**src/sv/epd_pkg.sv**
```systemverilog
// ---------------------------------------------------------------------------
// EAP packet decoder package
// Role and status codes, register indexes and shared types.
// ---------------------------------------------------------------------------
package epd_pkg;

    localparam int CFG_IDX_W = 3;

    // configuration register indexes
    localparam logic [CFG_IDX_W-1:0] CFG_CODE_LOW         = 3'd0;
    localparam logic [CFG_IDX_W-1:0] CFG_CODE_HIGH        = 3'd1;
    localparam logic [CFG_IDX_W-1:0] CFG_TYPE_HIGH        = 3'd2;
    localparam logic [CFG_IDX_W-1:0] CFG_AKA_PRIME_TYPE   = 3'd3;
    localparam logic [CFG_IDX_W-1:0] CFG_IDENTITY_TYPE    = 3'd4;
    localparam logic [CFG_IDX_W-1:0] CFG_NOTIFY_TYPE      = 3'd5;
    localparam logic [CFG_IDX_W-1:0] CFG_SUBTYPE_HIGH     = 3'd6;
    localparam logic [CFG_IDX_W-1:0] CFG_ATTR_TYPE_HIGH   = 3'd7;

    // byte roles
    localparam logic [3:0] ROLE_CODE       = 4'd0;
    localparam logic [3:0] ROLE_ID         = 4'd1;
    localparam logic [3:0] ROLE_LEN_HI     = 4'd2;
    localparam logic [3:0] ROLE_LEN_LO     = 4'd3;
    localparam logic [3:0] ROLE_TYPE       = 4'd4;
    localparam logic [3:0] ROLE_SUBTYPE    = 4'd5;
    localparam logic [3:0] ROLE_RESERVED   = 4'd6;
    localparam logic [3:0] ROLE_ATTR_TYPE  = 4'd7;
    localparam logic [3:0] ROLE_ATTR_LEN   = 4'd8;
    localparam logic [3:0] ROLE_ATTR_VALUE = 4'd9;
    localparam logic [3:0] ROLE_RAW        = 4'd10;
    localparam logic [3:0] ROLE_IGNORED    = 4'd11;

    // status codes
    localparam logic [3:0] ST_BUSY        = 4'd0;
    localparam logic [3:0] ST_DONE        = 4'd1;
    localparam logic [3:0] ST_BAD_CODE    = 4'd2;
    localparam logic [3:0] ST_BAD_TYPE    = 4'd3;
    localparam logic [3:0] ST_BAD_SUBTYPE = 4'd4;
    localparam logic [3:0] ST_BAD_ATYPE   = 4'd5;
    localparam logic [3:0] ST_BAD_ALEN    = 4'd6;
    localparam logic [3:0] ST_LEN_MISMATCH = 4'd7;
    localparam logic [3:0] ST_UNSUPPORTED = 4'd8;
    localparam logic [3:0] ST_TRUNCATED   = 4'd9;

    typedef struct packed {
        logic [7:0] code_low;
        logic [7:0] code_high;
        logic [7:0] type_high;
        logic [7:0] aka_prime_type;
        logic [7:0] identity_type;
        logic [7:0] notification_type;
        logic [7:0] subtype_high;
        logic [7:0] attr_type_high;
    } cfg_t;

    typedef struct packed {
        logic [3:0] byte_role;
        logic [7:0] byte_value;
        logic [7:0] attr_kind;
        logic [9:0] attr_offset;
        logic [3:0] status;
    } result_t;

endpackage

```
**src/sv/epd_cfg_regs.sv**
```systemverilog
// ---------------------------------------------------------------------------
// EAP packet decoder configuration registers
// Write-only register file holding code, type and range limits.
// ---------------------------------------------------------------------------
module epd_cfg_regs (
    input  logic                          aclk,
    input  logic                          aresetn,
    input  logic                          cfg_we,
    input  logic [epd_pkg::CFG_IDX_W-1:0] cfg_addr,
    input  logic [7:0]                    cfg_wdata,
    output epd_pkg::cfg_t                 cfg
);

    epd_pkg::cfg_t cfg_reg;

    always_ff @(posedge aclk) begin
        if (!aresetn) begin
            cfg_reg.code_low          <= 8'd1;
            cfg_reg.code_high         <= 8'd6;
            cfg_reg.type_high         <= 8'd255;
            cfg_reg.aka_prime_type    <= 8'd50;
            cfg_reg.identity_type     <= 8'd1;
            cfg_reg.notification_type <= 8'd2;
            cfg_reg.subtype_high      <= 8'd14;
            cfg_reg.attr_type_high    <= 8'd255;
        end else if (cfg_we) begin
            case (cfg_addr)
                epd_pkg::CFG_CODE_LOW:       cfg_reg.code_low          <= cfg_wdata;
                epd_pkg::CFG_CODE_HIGH:      cfg_reg.code_high         <= cfg_wdata;
                epd_pkg::CFG_TYPE_HIGH:      cfg_reg.type_high         <= cfg_wdata;
                epd_pkg::CFG_AKA_PRIME_TYPE: cfg_reg.aka_prime_type    <= cfg_wdata;
                epd_pkg::CFG_IDENTITY_TYPE:  cfg_reg.identity_type     <= cfg_wdata;
                epd_pkg::CFG_NOTIFY_TYPE:    cfg_reg.notification_type <= cfg_wdata;
                epd_pkg::CFG_SUBTYPE_HIGH:   cfg_reg.subtype_high      <= cfg_wdata;
                epd_pkg::CFG_ATTR_TYPE_HIGH: cfg_reg.attr_type_high    <= cfg_wdata;
                default: begin
                end
            endcase
        end
    end

    assign cfg = cfg_reg;

endmodule

```
**src/sv/epd_parse.sv**
```systemverilog
// ---------------------------------------------------------------------------
// EAP packet decoder parse stage
// Holds the packet state and tags one byte with its role and status.
// ---------------------------------------------------------------------------
module epd_parse (
    input  logic              aclk,
    input  logic              aresetn,
    input  epd_pkg::cfg_t     cfg,
    input  logic              item_fire,
    input  logic [7:0]        data_byte,
    input  logic              start_of_pdu,
    input  logic              end_of_input,
    output epd_pkg::result_t  result
);

    localparam logic [3:0] PH_IDLE    = 4'd0;
    localparam logic [3:0] PH_ID      = 4'd1;
    localparam logic [3:0] PH_LENHI   = 4'd2;
    localparam logic [3:0] PH_LENLO   = 4'd3;
    localparam logic [3:0] PH_TYPE    = 4'd4;
    localparam logic [3:0] PH_SUBTYPE = 4'd5;
    localparam logic [3:0] PH_RES1    = 4'd6;
    localparam logic [3:0] PH_RES2    = 4'd7;
    localparam logic [3:0] PH_ATYPE   = 4'd8;
    localparam logic [3:0] PH_ALEN    = 4'd9;
    localparam logic [3:0] PH_AVAL    = 4'd10;
    localparam logic [3:0] PH_RAW     = 4'd11;
    localparam logic [3:0] PH_CODE    = 4'd12;

    logic [3:0]  phase_reg, phase_next;
    logic [15:0] total_len_reg, total_len_next;
    logic [15:0] bytes_read_reg, bytes_read_next;
    logic [7:0]  attr_type_reg, attr_type_next;
    logic [9:0]  attr_left_reg, attr_left_next;
    logic [9:0]  attr_pos_reg, attr_pos_next;

    logic [3:0]  ph;
    logic [15:0] bytes_read_inc;
    logic [16:0] seen;
    logic        inner_reached;
    logic        inner_over;
    logic [9:0]  attr_left_dec;
    logic [3:0]  role;
    logic [7:0]  kind;
    logic [9:0]  offset;
    logic [3:0]  status;

    // a start flag always opens a new packet
    assign ph = start_of_pdu ? PH_CODE : phase_reg;

    // saturate so an overlong packet always exceeds its length
    assign bytes_read_inc = (bytes_read_reg == 16'hFFFF) ? bytes_read_reg
                                                         : bytes_read_reg + 16'd1;

    always_comb begin
        case (ph)
            PH_CODE, PH_TYPE:                       bytes_read_next = 16'd0;
            PH_SUBTYPE:                             bytes_read_next = 16'd1;
            PH_RES1:                                bytes_read_next = 16'd2;
            PH_RES2:                                bytes_read_next = 16'd3;
            PH_ATYPE, PH_ALEN, PH_AVAL, PH_RAW:     bytes_read_next = bytes_read_inc;
            default:                                bytes_read_next = bytes_read_reg;
        endcase
    end

    // header of five bytes plus the bytes counted after the type byte
    assign seen          = {1'b0, bytes_read_next} + 17'd5;
    assign inner_reached = seen >= {1'b0, total_len_reg};
    assign inner_over    = seen >  {1'b0, total_len_reg};
    assign attr_left_dec = attr_left_reg - 10'd1;

    always_comb begin
        role           = epd_pkg::ROLE_IGNORED;
        kind           = 8'd0;
        offset         = 10'd0;
        status         = epd_pkg::ST_BUSY;
        phase_next     = phase_reg;
        total_len_next = total_len_reg;
        attr_type_next = attr_type_reg;
        attr_left_next = attr_left_reg;
        attr_pos_next  = attr_pos_reg;

        case (ph)
            PH_CODE: begin
                role           = epd_pkg::ROLE_CODE;
                total_len_next = 16'd0;
                attr_type_next = 8'd0;
                attr_left_next = 10'd0;
                attr_pos_next  = 10'd0;
                if (data_byte < cfg.code_low || data_byte > cfg.code_high) begin
                    status = epd_pkg::ST_BAD_CODE;
                end else begin
                    phase_next = PH_ID;
                end
            end
            PH_ID: begin
                role       = epd_pkg::ROLE_ID;
                phase_next = PH_LENHI;
            end
            PH_LENHI: begin
                role           = epd_pkg::ROLE_LEN_HI;
                total_len_next = {data_byte, 8'd0};
                phase_next     = PH_LENLO;
            end
            PH_LENLO: begin
                role           = epd_pkg::ROLE_LEN_LO;
                total_len_next = {total_len_reg[15:8], data_byte};
                if ({total_len_reg[15:8], data_byte} == 16'd4) begin
                    status = epd_pkg::ST_DONE;
                end else begin
                    phase_next = PH_TYPE;
                end
            end
            PH_TYPE: begin
                role = epd_pkg::ROLE_TYPE;
                if (data_byte > cfg.type_high) begin
                    status = epd_pkg::ST_BAD_TYPE;
                end else if (data_byte == cfg.aka_prime_type) begin
                    phase_next = PH_SUBTYPE;
                end else if (data_byte == cfg.notification_type ||
                             data_byte == cfg.identity_type) begin
                    if (total_len_reg < 16'd5) begin
                        status = epd_pkg::ST_LEN_MISMATCH;
                    end else if (total_len_reg == 16'd5) begin
                        status = epd_pkg::ST_DONE;
                    end else begin
                        phase_next = PH_RAW;
                    end
                end else begin
                    status = epd_pkg::ST_UNSUPPORTED;
                end
            end
            PH_SUBTYPE: begin
                role = epd_pkg::ROLE_SUBTYPE;
                if (data_byte < 8'd1 || data_byte > cfg.subtype_high) begin
                    status = epd_pkg::ST_BAD_SUBTYPE;
                end else begin
                    phase_next = PH_RES1;
                end
            end
            PH_RES1: begin
                role       = epd_pkg::ROLE_RESERVED;
                phase_next = PH_RES2;
            end
            PH_RES2: begin
                role = epd_pkg::ROLE_RESERVED;
                if (inner_over) begin
                    status = epd_pkg::ST_LEN_MISMATCH;
                end else if (inner_reached) begin
                    status = epd_pkg::ST_DONE;
                end else begin
                    phase_next = PH_ATYPE;
                end
            end
            PH_ATYPE: begin
                role = epd_pkg::ROLE_ATTR_TYPE;
                kind = data_byte;
                if (data_byte < 8'd1 || data_byte > cfg.attr_type_high) begin
                    status = epd_pkg::ST_BAD_ATYPE;
                end else begin
                    attr_type_next = data_byte;
                    phase_next     = PH_ALEN;
                end
            end
            PH_ALEN: begin
                role = epd_pkg::ROLE_ATTR_LEN;
                kind = attr_type_reg;
                if (data_byte < 8'd2) begin
                    status = epd_pkg::ST_BAD_ALEN;
                end else begin
                    // length counts 4-byte words including type and length
                    attr_left_next = {data_byte, 2'b00} - 10'd2;
                    attr_pos_next  = 10'd0;
                    phase_next     = PH_AVAL;
                end
            end
            PH_AVAL: begin
                role           = epd_pkg::ROLE_ATTR_VALUE;
                kind           = attr_type_reg;
                offset         = attr_pos_reg;
                attr_pos_next  = attr_pos_reg + 10'd1;
                attr_left_next = attr_left_dec;
                if (attr_left_dec == 10'd0) begin
                    if (inner_over) begin
                        status = epd_pkg::ST_LEN_MISMATCH;
                    end else if (inner_reached) begin
                        status = epd_pkg::ST_DONE;
                    end else begin
                        phase_next = PH_ATYPE;
                    end
                end
            end
            PH_RAW: begin
                role = epd_pkg::ROLE_RAW;
                if (inner_reached) begin
                    status = epd_pkg::ST_DONE;
                end
            end
            default: begin
                phase_next = PH_IDLE;
            end
        endcase

        if (role != epd_pkg::ROLE_IGNORED && status == epd_pkg::ST_BUSY && end_of_input) begin
            status = epd_pkg::ST_TRUNCATED;
        end
        // drop to idle on end or error
        if (status != epd_pkg::ST_BUSY) begin
            phase_next = PH_IDLE;
        end
    end

    always_ff @(posedge aclk) begin
        if (!aresetn) begin
            phase_reg      <= PH_IDLE;
            total_len_reg  <= 16'd0;
            bytes_read_reg <= 16'd0;
            attr_type_reg  <= 8'd0;
            attr_left_reg  <= 10'd0;
            attr_pos_reg   <= 10'd0;
        end else if (item_fire) begin
            phase_reg      <= phase_next;
            total_len_reg  <= total_len_next;
            bytes_read_reg <= bytes_read_next;
            attr_type_reg  <= attr_type_next;
            attr_left_reg  <= attr_left_next;
            attr_pos_reg   <= attr_pos_next;
        end
    end

    assign result.byte_role   = role;
    assign result.byte_value  = data_byte;
    assign result.attr_kind   = kind;
    assign result.attr_offset = offset;
    assign result.status      = status;

endmodule

```
**src/sv/eap_pdu_decoder.sv**
```systemverilog
// ---------------------------------------------------------------------------
// EAP packet decoder
// Tags each byte of an EAP / AKA' packet stream with its role and status.
// ---------------------------------------------------------------------------
// The decoder takes one byte per cycle and returns exactly one tagged item per
// byte, in order. Throughput is one item every cycle with both sides ready;
// the input register and the result register bracket the single parse stage.
// A byte with s_tuser high starts a new packet; s_tlast marks the last byte
// the source holds for it. m_tlast is high when a byte ends the packet or
// raises an error, after which bytes are tagged as ignored until the next
// start. Registers may be written only while idle.
module eap_pdu_decoder (
    input  logic                          aclk,
    input  logic                          aresetn,
    // fields: data_byte[7:0]
    input  logic [7:0]                    s_tdata,
    // fields: start_of_pdu[0]
    input  logic                          s_tuser,
    input  logic                          s_tlast,
    input  logic                          s_tvalid,
    output logic                          s_tready,
    // fields: byte_value[7:0], attr_kind[15:8], attr_offset[25:16],
    //         status[29:26], zero fill[31:30]
    output logic [31:0]                   m_tdata,
    // fields: byte_role[3:0]
    output logic [3:0]                    m_tuser,
    output logic                          m_tlast,
    output logic                          m_tvalid,
    input  logic                          m_tready,
    input  logic                          cfg_we,
    input  logic [epd_pkg::CFG_IDX_W-1:0] cfg_addr,
    input  logic [7:0]                    cfg_wdata
);

    epd_pkg::cfg_t    cfg;
    epd_pkg::result_t result;

    logic       in_valid_reg;
    logic [7:0] in_data_reg;
    logic       in_sop_reg;
    logic       in_eoi_reg;
    logic       out_valid_reg;
    epd_pkg::result_t out_result_reg;
    logic       advance;
    logic       item_fire;

    assign advance   = !out_valid_reg || m_tready;
    assign s_tready  = !in_valid_reg || advance;
    assign item_fire = in_valid_reg && advance;

    epd_cfg_regs u_cfg (
        .aclk      (aclk),
        .aresetn   (aresetn),
        .cfg_we    (cfg_we),
        .cfg_addr  (cfg_addr),
        .cfg_wdata (cfg_wdata),
        .cfg       (cfg)
    );

    epd_parse u_parse (
        .aclk         (aclk),
        .aresetn      (aresetn),
        .cfg          (cfg),
        .item_fire    (item_fire),
        .data_byte    (in_data_reg),
        .start_of_pdu (in_sop_reg),
        .end_of_input (in_eoi_reg),
        .result       (result)
    );

    always_ff @(posedge aclk) begin
        if (!aresetn) begin
            in_valid_reg  <= 1'b0;
            out_valid_reg <= 1'b0;
        end else begin
            if (s_tready) begin
                in_valid_reg <= s_tvalid;
            end
            if (advance) begin
                out_valid_reg <= in_valid_reg;
            end
        end
    end

    always_ff @(posedge aclk) begin
        if (s_tvalid && s_tready) begin
            in_data_reg <= s_tdata;
            in_sop_reg  <= s_tuser;
            in_eoi_reg  <= s_tlast;
        end
        if (item_fire) begin
            out_result_reg <= result;
        end
    end

    assign m_tvalid = out_valid_reg;
    assign m_tuser  = out_result_reg.byte_role;
    assign m_tlast  = out_result_reg.status != epd_pkg::ST_BUSY;
    assign m_tdata  = {2'b00, out_result_reg.status, out_result_reg.attr_offset,
                       out_result_reg.attr_kind, out_result_reg.byte_value};

    // an ignored byte never ends a packet and belongs to no attribute
    assert property (@(posedge aclk) disable iff (!aresetn)
        (m_tvalid && m_tuser == epd_pkg::ROLE_IGNORED) |->
            (!m_tlast && m_tdata[15:8] == 8'd0))
        else $error("ignored item carries status or attribute kind");

    // only attribute value bytes carry an offset
    assert property (@(posedge aclk) disable iff (!aresetn)
        (m_tvalid && m_tdata[25:16] != 10'd0) |-> (m_tuser == epd_pkg::ROLE_ATTR_VALUE))
        else $error("attribute offset on a non-value item");

    // a held input item is not lost while the result stage stalls
    assert property (@(posedge aclk) disable iff (!aresetn)
        (in_valid_reg && !advance) |=> (in_valid_reg && $stable(in_data_reg)))
        else $error("input register dropped a stalled item");

    // the result register takes a new item only when it moves on
    assert property (@(posedge aclk) disable iff (!aresetn)
        (out_valid_reg && !m_tready) |=> (out_valid_reg && $stable(out_result_reg)))
        else $error("result register changed while stalled");

endmodule
```
**config.mk**
```make
export PLATFORM = sky130hd
export DESIGN_NAME = eap_pdu_decoder
export DESIGN_NICKNAME = d
export VERILOG_FILES = /design/src/sv/epd_pkg.sv /design/src/sv/epd_cfg_regs.sv /design/src/sv/epd_parse.sv /design/src/sv/eap_pdu_decoder.sv
export SDC_FILE = /design/constraint.sdc
export NUM_CORES = 1
export LEC_CHECK = 0
export BUFFER_PORTS_ARGS = -buffer_cell sky130_fd_sc_hd__buf_2
export CAP_MARGIN = 5
export CORE_MARGIN = 2
export CORE_UTILIZATION = 45
export CTS_CLUSTER_DIAMETER = 120
export DETAILED_ROUTE_END_ITERATION = 10
export SLEW_MARGIN = 20
export SYNTH_ARGS = -nofsm -noshare
export SYNTH_HDL_FRONTEND = slang
export SYNTH_HIERARCHICAL = 1
export SYNTH_SLANG_ARGS = --single-unit
export TNS_END_PERCENT = 1
```
**constraint.sdc**
```tcl
create_clock -name aclk -period 5.47 [get_ports aclk]
set_clock_uncertainty 0.05 [all_clocks]
set_input_delay 0.547 -clock aclk [delete_from_list [all_inputs] [get_ports aclk]]
set_output_delay 0.547 -clock aclk [all_outputs]
set_load 0.02 [all_outputs]
```
# Word-level counts from Yosys, hierarchy flattened
# Index checks and enable logic that the tools add are counted.
# op_classes
div_mod_pow	0
eq_ne	39
reduce_logical	38
shifts	0
multipliers	0
mux	42
n_bitwise	1
magnitude_cmp	10
add_sub_neg	5
# ops
operator	n
two-way mux 4 bit	22
one-hot mux 16 bit (5 select lines)	1
one-hot mux 10 bit (3 select lines)	2
one-hot mux 16 bit (3 select lines)	1
one-hot mux 4 bit (12 select lines)	1
one-hot mux 4 bit (11 select lines)	1
one-hot mux 4 bit (9 select lines)	1
== test 16 x 3 -> 1 bit (second input constant)	2
greater-than comparator 8 bit	4
one-hot mux 8 bit (2 select lines)	2
== test 8 bit	3
== test 4 bit (second input constant)	5
two-way mux 10 bit	2
!= test 3 bit (second input constant)	6
AND reduction 2 bit	9
adder 16 x 3 -> 17 bit (second input constant)	1
>= comparator 17 x 16 -> 1 bit	1
greater-than comparator 17 x 16 -> 1 bit	1
adder 16 x 1 -> 16 bit (second input constant)	1
== test 16 bit (second input constant)	1
== test 4 x 3 -> 1 bit (second input constant)	4
less-than comparator 16 x 3 -> 1 bit (second input constant)	1
two-way mux 16 bit	1
== test 3 bit (second input constant)	4
other kinds (34)	58
# word_totals
latch_bits	0
output_inout_bits	39
ram_bits	0
elab_cells	160
reg_bits	174
memories	0
inputBits	26
mem_bits_ro	0

# Logic depth before layout (Yosys ltp)
# depth
ltp_word	17
depth_mapped	23
mapped_depth_nobuf	22

# By module
# Netlist, hierarchy kept.
# by_module_without_submodules
mod	seq_area_each_um2	cells_per_inst	n_inst	area_each_um2
epd_parse	1281.2	874	1	6557.5
epd_cfg_regs	1281.2	238	1	2506.2
eap_pdu_decoder	1361.3	57	1	1431.4

# Worst setup path before layout
# No wires, ideal clock.
# synth_path
path_kind	register -> register
startpoint	register u_parse.bytes_read_reg[0]
endpoint	register u_parse.phase_reg[1]
setup_time_ps	79
period_less_slack_ps	4860
t_arrival_ps	4731
t_required_ps	5341
stages_incl_launch_ff	23
n_path_buf	0
slack_ps	610
path_cell_list	dfxtp_1 ha_1 nand3_1 nor4_4 a21o_1 a221oi_1 inv_1 ha_1 inv_1 a2111oi_0 nand2_1 nor4b_1 xnor2_1 ha_1 a21o_1 a211oi_1 nand4b_1 o32ai_1 nor3b_1 nor4_1 o211a_1 nand3b_1 o211ai_1
# synth_via
elab_chain_cells	16
word_cells_on_any_way	33
cone_classes	2 x add/sub; 2 x order compare; 12 x eq/ne; 12 x mux; 5 x reduce/logical
# synth_rtl
element	line_no	source
from (decl)	epd_parse.sv:32	logic [15:0] bytes_read_reg, bytes_read_next;
from (signal assigned)	epd_parse.sv:224	bytes_read_reg <= bytes_read_next;
adder 16 x 1 -> 16 bit / == test 16 bit (equally long branches)	epd_parse.sv:53, epd_parse.sv:52	
two-way mux 16 bit	epd_parse.sv:52	assign bytes_read_inc = (bytes_read_reg == 16'hFFFF) ? bytes_read_reg
one-hot mux 16 bit (5 select lines) (*)	epd_parse.sv:56	case (ph)
net u_parse.bytes_read_next[0]	epd_parse.sv:32	
adder 16 x 3 -> 17 bit (*)	epd_parse.sv:67	assign seen = {1'b0, bytes_read_next} + 17'd5;
>= comparator 17 x 16 -> 1 bit	epd_parse.sv:68	assign inner_reached = seen >= {1'b0, total_len_reg};
two-way mux 1 bit	epd_parse.sv:149, epd_parse.sv:186, epd_parse.sv:195	
two-way mux 4 bit	epd_parse.sv:184	if (inner_over) begin
two-way mux 4 bit	epd_parse.sv:183	if (attr_left_dec == 10'd0) begin
one-hot mux 4 bit (9 select lines)	epd_parse.sv:83	case (ph)
logical NOT 4 bit	epd_parse.sv:204	if (role != epd_pkg::ROLE_IGNORED && status == epd_pkg::ST_BUSY && end_of_input) begin
logical AND 1 bit (2 in series)	epd_parse.sv:204	
two-way mux 4 bit	epd_parse.sv:204	
nonzero test 4 bit	epd_parse.sv:208	if (status != epd_pkg::ST_BUSY) begin
!= test 4 x 1 -> 1 bit (no line) (tied with other cells)	-	
AND reduction 12 bit (no line)	-	
to (signal assigned)	epd_parse.sv:222	phase_reg <= phase_next;
to (decl)	epd_parse.sv:30	logic [3:0] phase_reg, phase_next;
# The timed path passes the listed nets; every way through them passes the cells marked *. The select of a mux whose other input is x is not followed.
# A chain may end at the register's enable or synchronous reset.

# Final worst setup path
# layout_path
startpoint	register u_parse.bytes_read_reg[0]
endpoint	register u_parse.phase_reg[3]
# The elaborated chain is that of the path after synthesis.

==> out/qor.yml <==
synth:
  syn_avg_cell_area_um2: 8.98
  synth_area_leaders: "dfxtp_1 25%, edfxtp_1 13%, mux2i_1 7.7%"
  ys_top_cells_by_count: "130 x dfxtp_1, 119 x nand2_1, 81 x mux2i_1"
  netlist_instances: 1169
  ys_ff_latch: 174
  yosys_warnings: 6
  synth.top_cell.area_share: 0.248
  async_flop_share: 0
  yosysSeqAreaShare: 0.374
  yosysUniqueCellTypes: 80
  synth.most_common_cell: "dfxtp_1"
  synth_ff_type: "dfxtp_1"
  syn-cell-area_um2: 10500
  synth-edff-count: 44
  yosysTopAreaCell: "dfxtp_1"
grt:
  grt_usage: 0.223
  grt_pass1_wl_um: 43000
  grt_max_degree: 55
  antenna_found_initial: 0
  grt_pass1_vias: 8081
  grt_overflow_total: 0
setup_path:
  max_stage_delay_ns: 0.41
  worstPathArrival_ns: 5.24
  crit_buf_inv: 2
  slowest_stage: "dfxtp_1"
  critical_path.top_delay_family: "simple AND/OR/NAND/NOR gates"
  end_kind: "flip-flop"
  worstPathMaxFanout: 6
  critPathMostFrequentCell: "ha_1"
  crit_path_start_kind: "flip-flop"
  path_class: "reg -> reg"
  worst-endpoint-required_ns: 5.78
  reg2reg_from: "u_parse/bytes_read_reg[0]"
  critPathLaunch: "u_parse/bytes_read_reg[0]"
  crit_chain: "ha_1 -> nand3_1 -> nor4_4 -> a21o_1 -> a221oi_1 -> inv_1 -> ha_1 -> inv_1 -> a2111oi_2 -> nand2_1 -> nor4b_2 -> xnor2_1 -> ha_1 -> a21o_1 -> a211oi_1 -> nand4b_1 -> o32ai_2 -> nor3b_1 -> nor4_2 -> o211a_1 -> nand3b_1 -> o211ai_1"
clocking:
  cts_buffers: 17
  cts_setup_buffers: 0
  post_cts_resize_count: 0
  h-tree-depth: 4
  cts.path.max_buffers: 2
  path_clk_slew_ns: 0.08
  cts-root-buf: "clkbuf_16"
  clock_sinks: 174
  cts_hold_buf: 0
  cts_tree: "done"
  clk-insertion-delay-late_ns: 0.44
finish:
  largest_reg_flops: 64
  layout.nets: 1292
  final_core_util: 0.514
  multi_input_comb_area_um2: 6000
  ff_latch_area_um2: 3920
  area_delta_synth_final_pct: 11.5
  num_antenna_cells: 0
  fillCellCount: 2142
  drive_above_1_share: 0.123
placement:
  routabilityCongestion: 0.910
  portBuffers: 62
  dp_hpwl_um: 18700
power:
  p_clk_frac: 0.427
  power_frac_comb: 0.090
  p_int_mw: 2.12
  seqPwrFrac: 0.483
  p_per_area_nw_per_um2: 245
  p_switching_mw: 0.749
  power_leakage_nw: 4.95
  vdd_drop_max_mv: 0.164
  switching_share: 0.261
floorplan:
  boundaryPins: 65
  die_w_um: 157
  die_area_um2: 24600
  die_h_um: 157
  initial_utilization: 0.461
  core_area_um2: 22800
  row_count: 55
min_path:
  worstHoldStart: "s_tdata[5]"
  hold_path.class: "in -> reg"
detailed_routing:
  vias_per_cell: 5.52
  antenna_left: 0
  firstDrtPassIters: 6
  vias: 8451
  drc: 0
  wirelength_um: 26400
  drtIter0Drc: 531
  wl_per_cell_um: 17.2
outcome:
  outcome: "finished, final reports clean"
timing:
  timing.final.crit_share: 0.901
  max-slew-margin-rel: 0.295
  grt_setup_unrepaired: "no"
  fin_setup_tns_ns: 0
  setup_violations: 0
  finalHoldViolations: 0
  slew_viol_final: 0
  clock.fmax_mhz: 203
  tightest_slew_ns: 1.05
  period_needed_ns: 4.93
run:
  max_cap_viol_count: 0
## logic make-up (layout without fill, tap and decap cells)
group           count (synthesis)  after routing  synth area share
compound gates                204            204             0.134
flops                         174            174             0.374
xor+xnor                       56             56            0.0467
fa+ha+maj                      62             62            0.0739
simple gates                  445            445             0.232
other cells                     1              2          0.000357
mux                            82             82            0.0783
buf+inv                       145            192            0.0600
## power groups by stage
stage          registers, mW  clock network (mW)  logic, mW
6_report                1.39                1.23      0.257
4_1_cts                 1.39                1.25      0.256
2_1_floorplan           1.41                   0      0.179
3_5_place_dp            1.42                   0      0.255
5_1_grt                 1.39                1.30      0.284
3_3_place_gp            1.42                   0      0.252
## per-stage QoR
step,cells,power [mW],cell area [µm²],hold WS (ns),setup WS (ns)
CTS,1530,2.90,11700,0.216,0.105
detailed placement,1498,1.67,11100,0.404,0.142
global route,1530,2.98,11700,0.213,0.0644
global placement,1498,1.67,11100,0.397,0.355
finish,1530,2.87,11700,0.233,0.542
floorplan,1170,1.59,10500,0.388,0.610
## worst paths after layout
check | slack, ns | endpoint | cells after the start
worst min-delay path | 0.23 | in_data_reg[5] | 1
worst max register to register | 0.54 | u_parse/phase_reg[3] | 22
worst min register to register | 0.41 | u_cfg/cfg[52] | 2
worst max-delay path | 0.54 | u_parse/phase_reg[3] | 22
## layer usage
layer | global-route usage | wire length [µm]
met1 | 0.308 | 12800
met2 | 0.366 | 12300
met3 | 0.0277 | 928
met4 | 0.0664 | 321
met5 | 0 | 0
## final cells by class
class	count	share of cell area
Inverter	67	0.0215
Multi-Input combinational cell	851	0.513
Timing Repair Buffer	93	0.0466
Sequential cell	174	0.335
Tap cell	313	0.0335
Clock buffer	21	0.0395
Clock inverter	11	0.0106
## placed cells by master (no fill, tap or decap), types with 11 or more instances in the layout
| cell | n |
|---|---|
| nor2b_1 | 66 |
| o21ai_0 | 35 |
| xnor2_1 | 33 |
| nand2_1 | 119 |
| ha_1 | 62 |
| nor4_1 | 14 |
| xor2_1 | 23 |
| clkbuf_16 | 18 |
| nor2_1 | 50 |
| o211a_1 | 11 |
| nand3_1 | 45 |
| a21o_1 | 17 |
| a21oi_1 | 33 |
| mux2i_1 | 81 |
| a21boi_0 | 23 |
| nand4_1 | 23 |
| nor3_1 | 25 |
| buf_4 | 32 |
| and2_1 | 24 |
| buf_2 | 61 |
| edfxtp_1 | 44 |
| inv_1 | 67 |
| a211oi_1 | 15 |
| dfxtp_1 | 130 |
(Power assumes the default switching activity.)
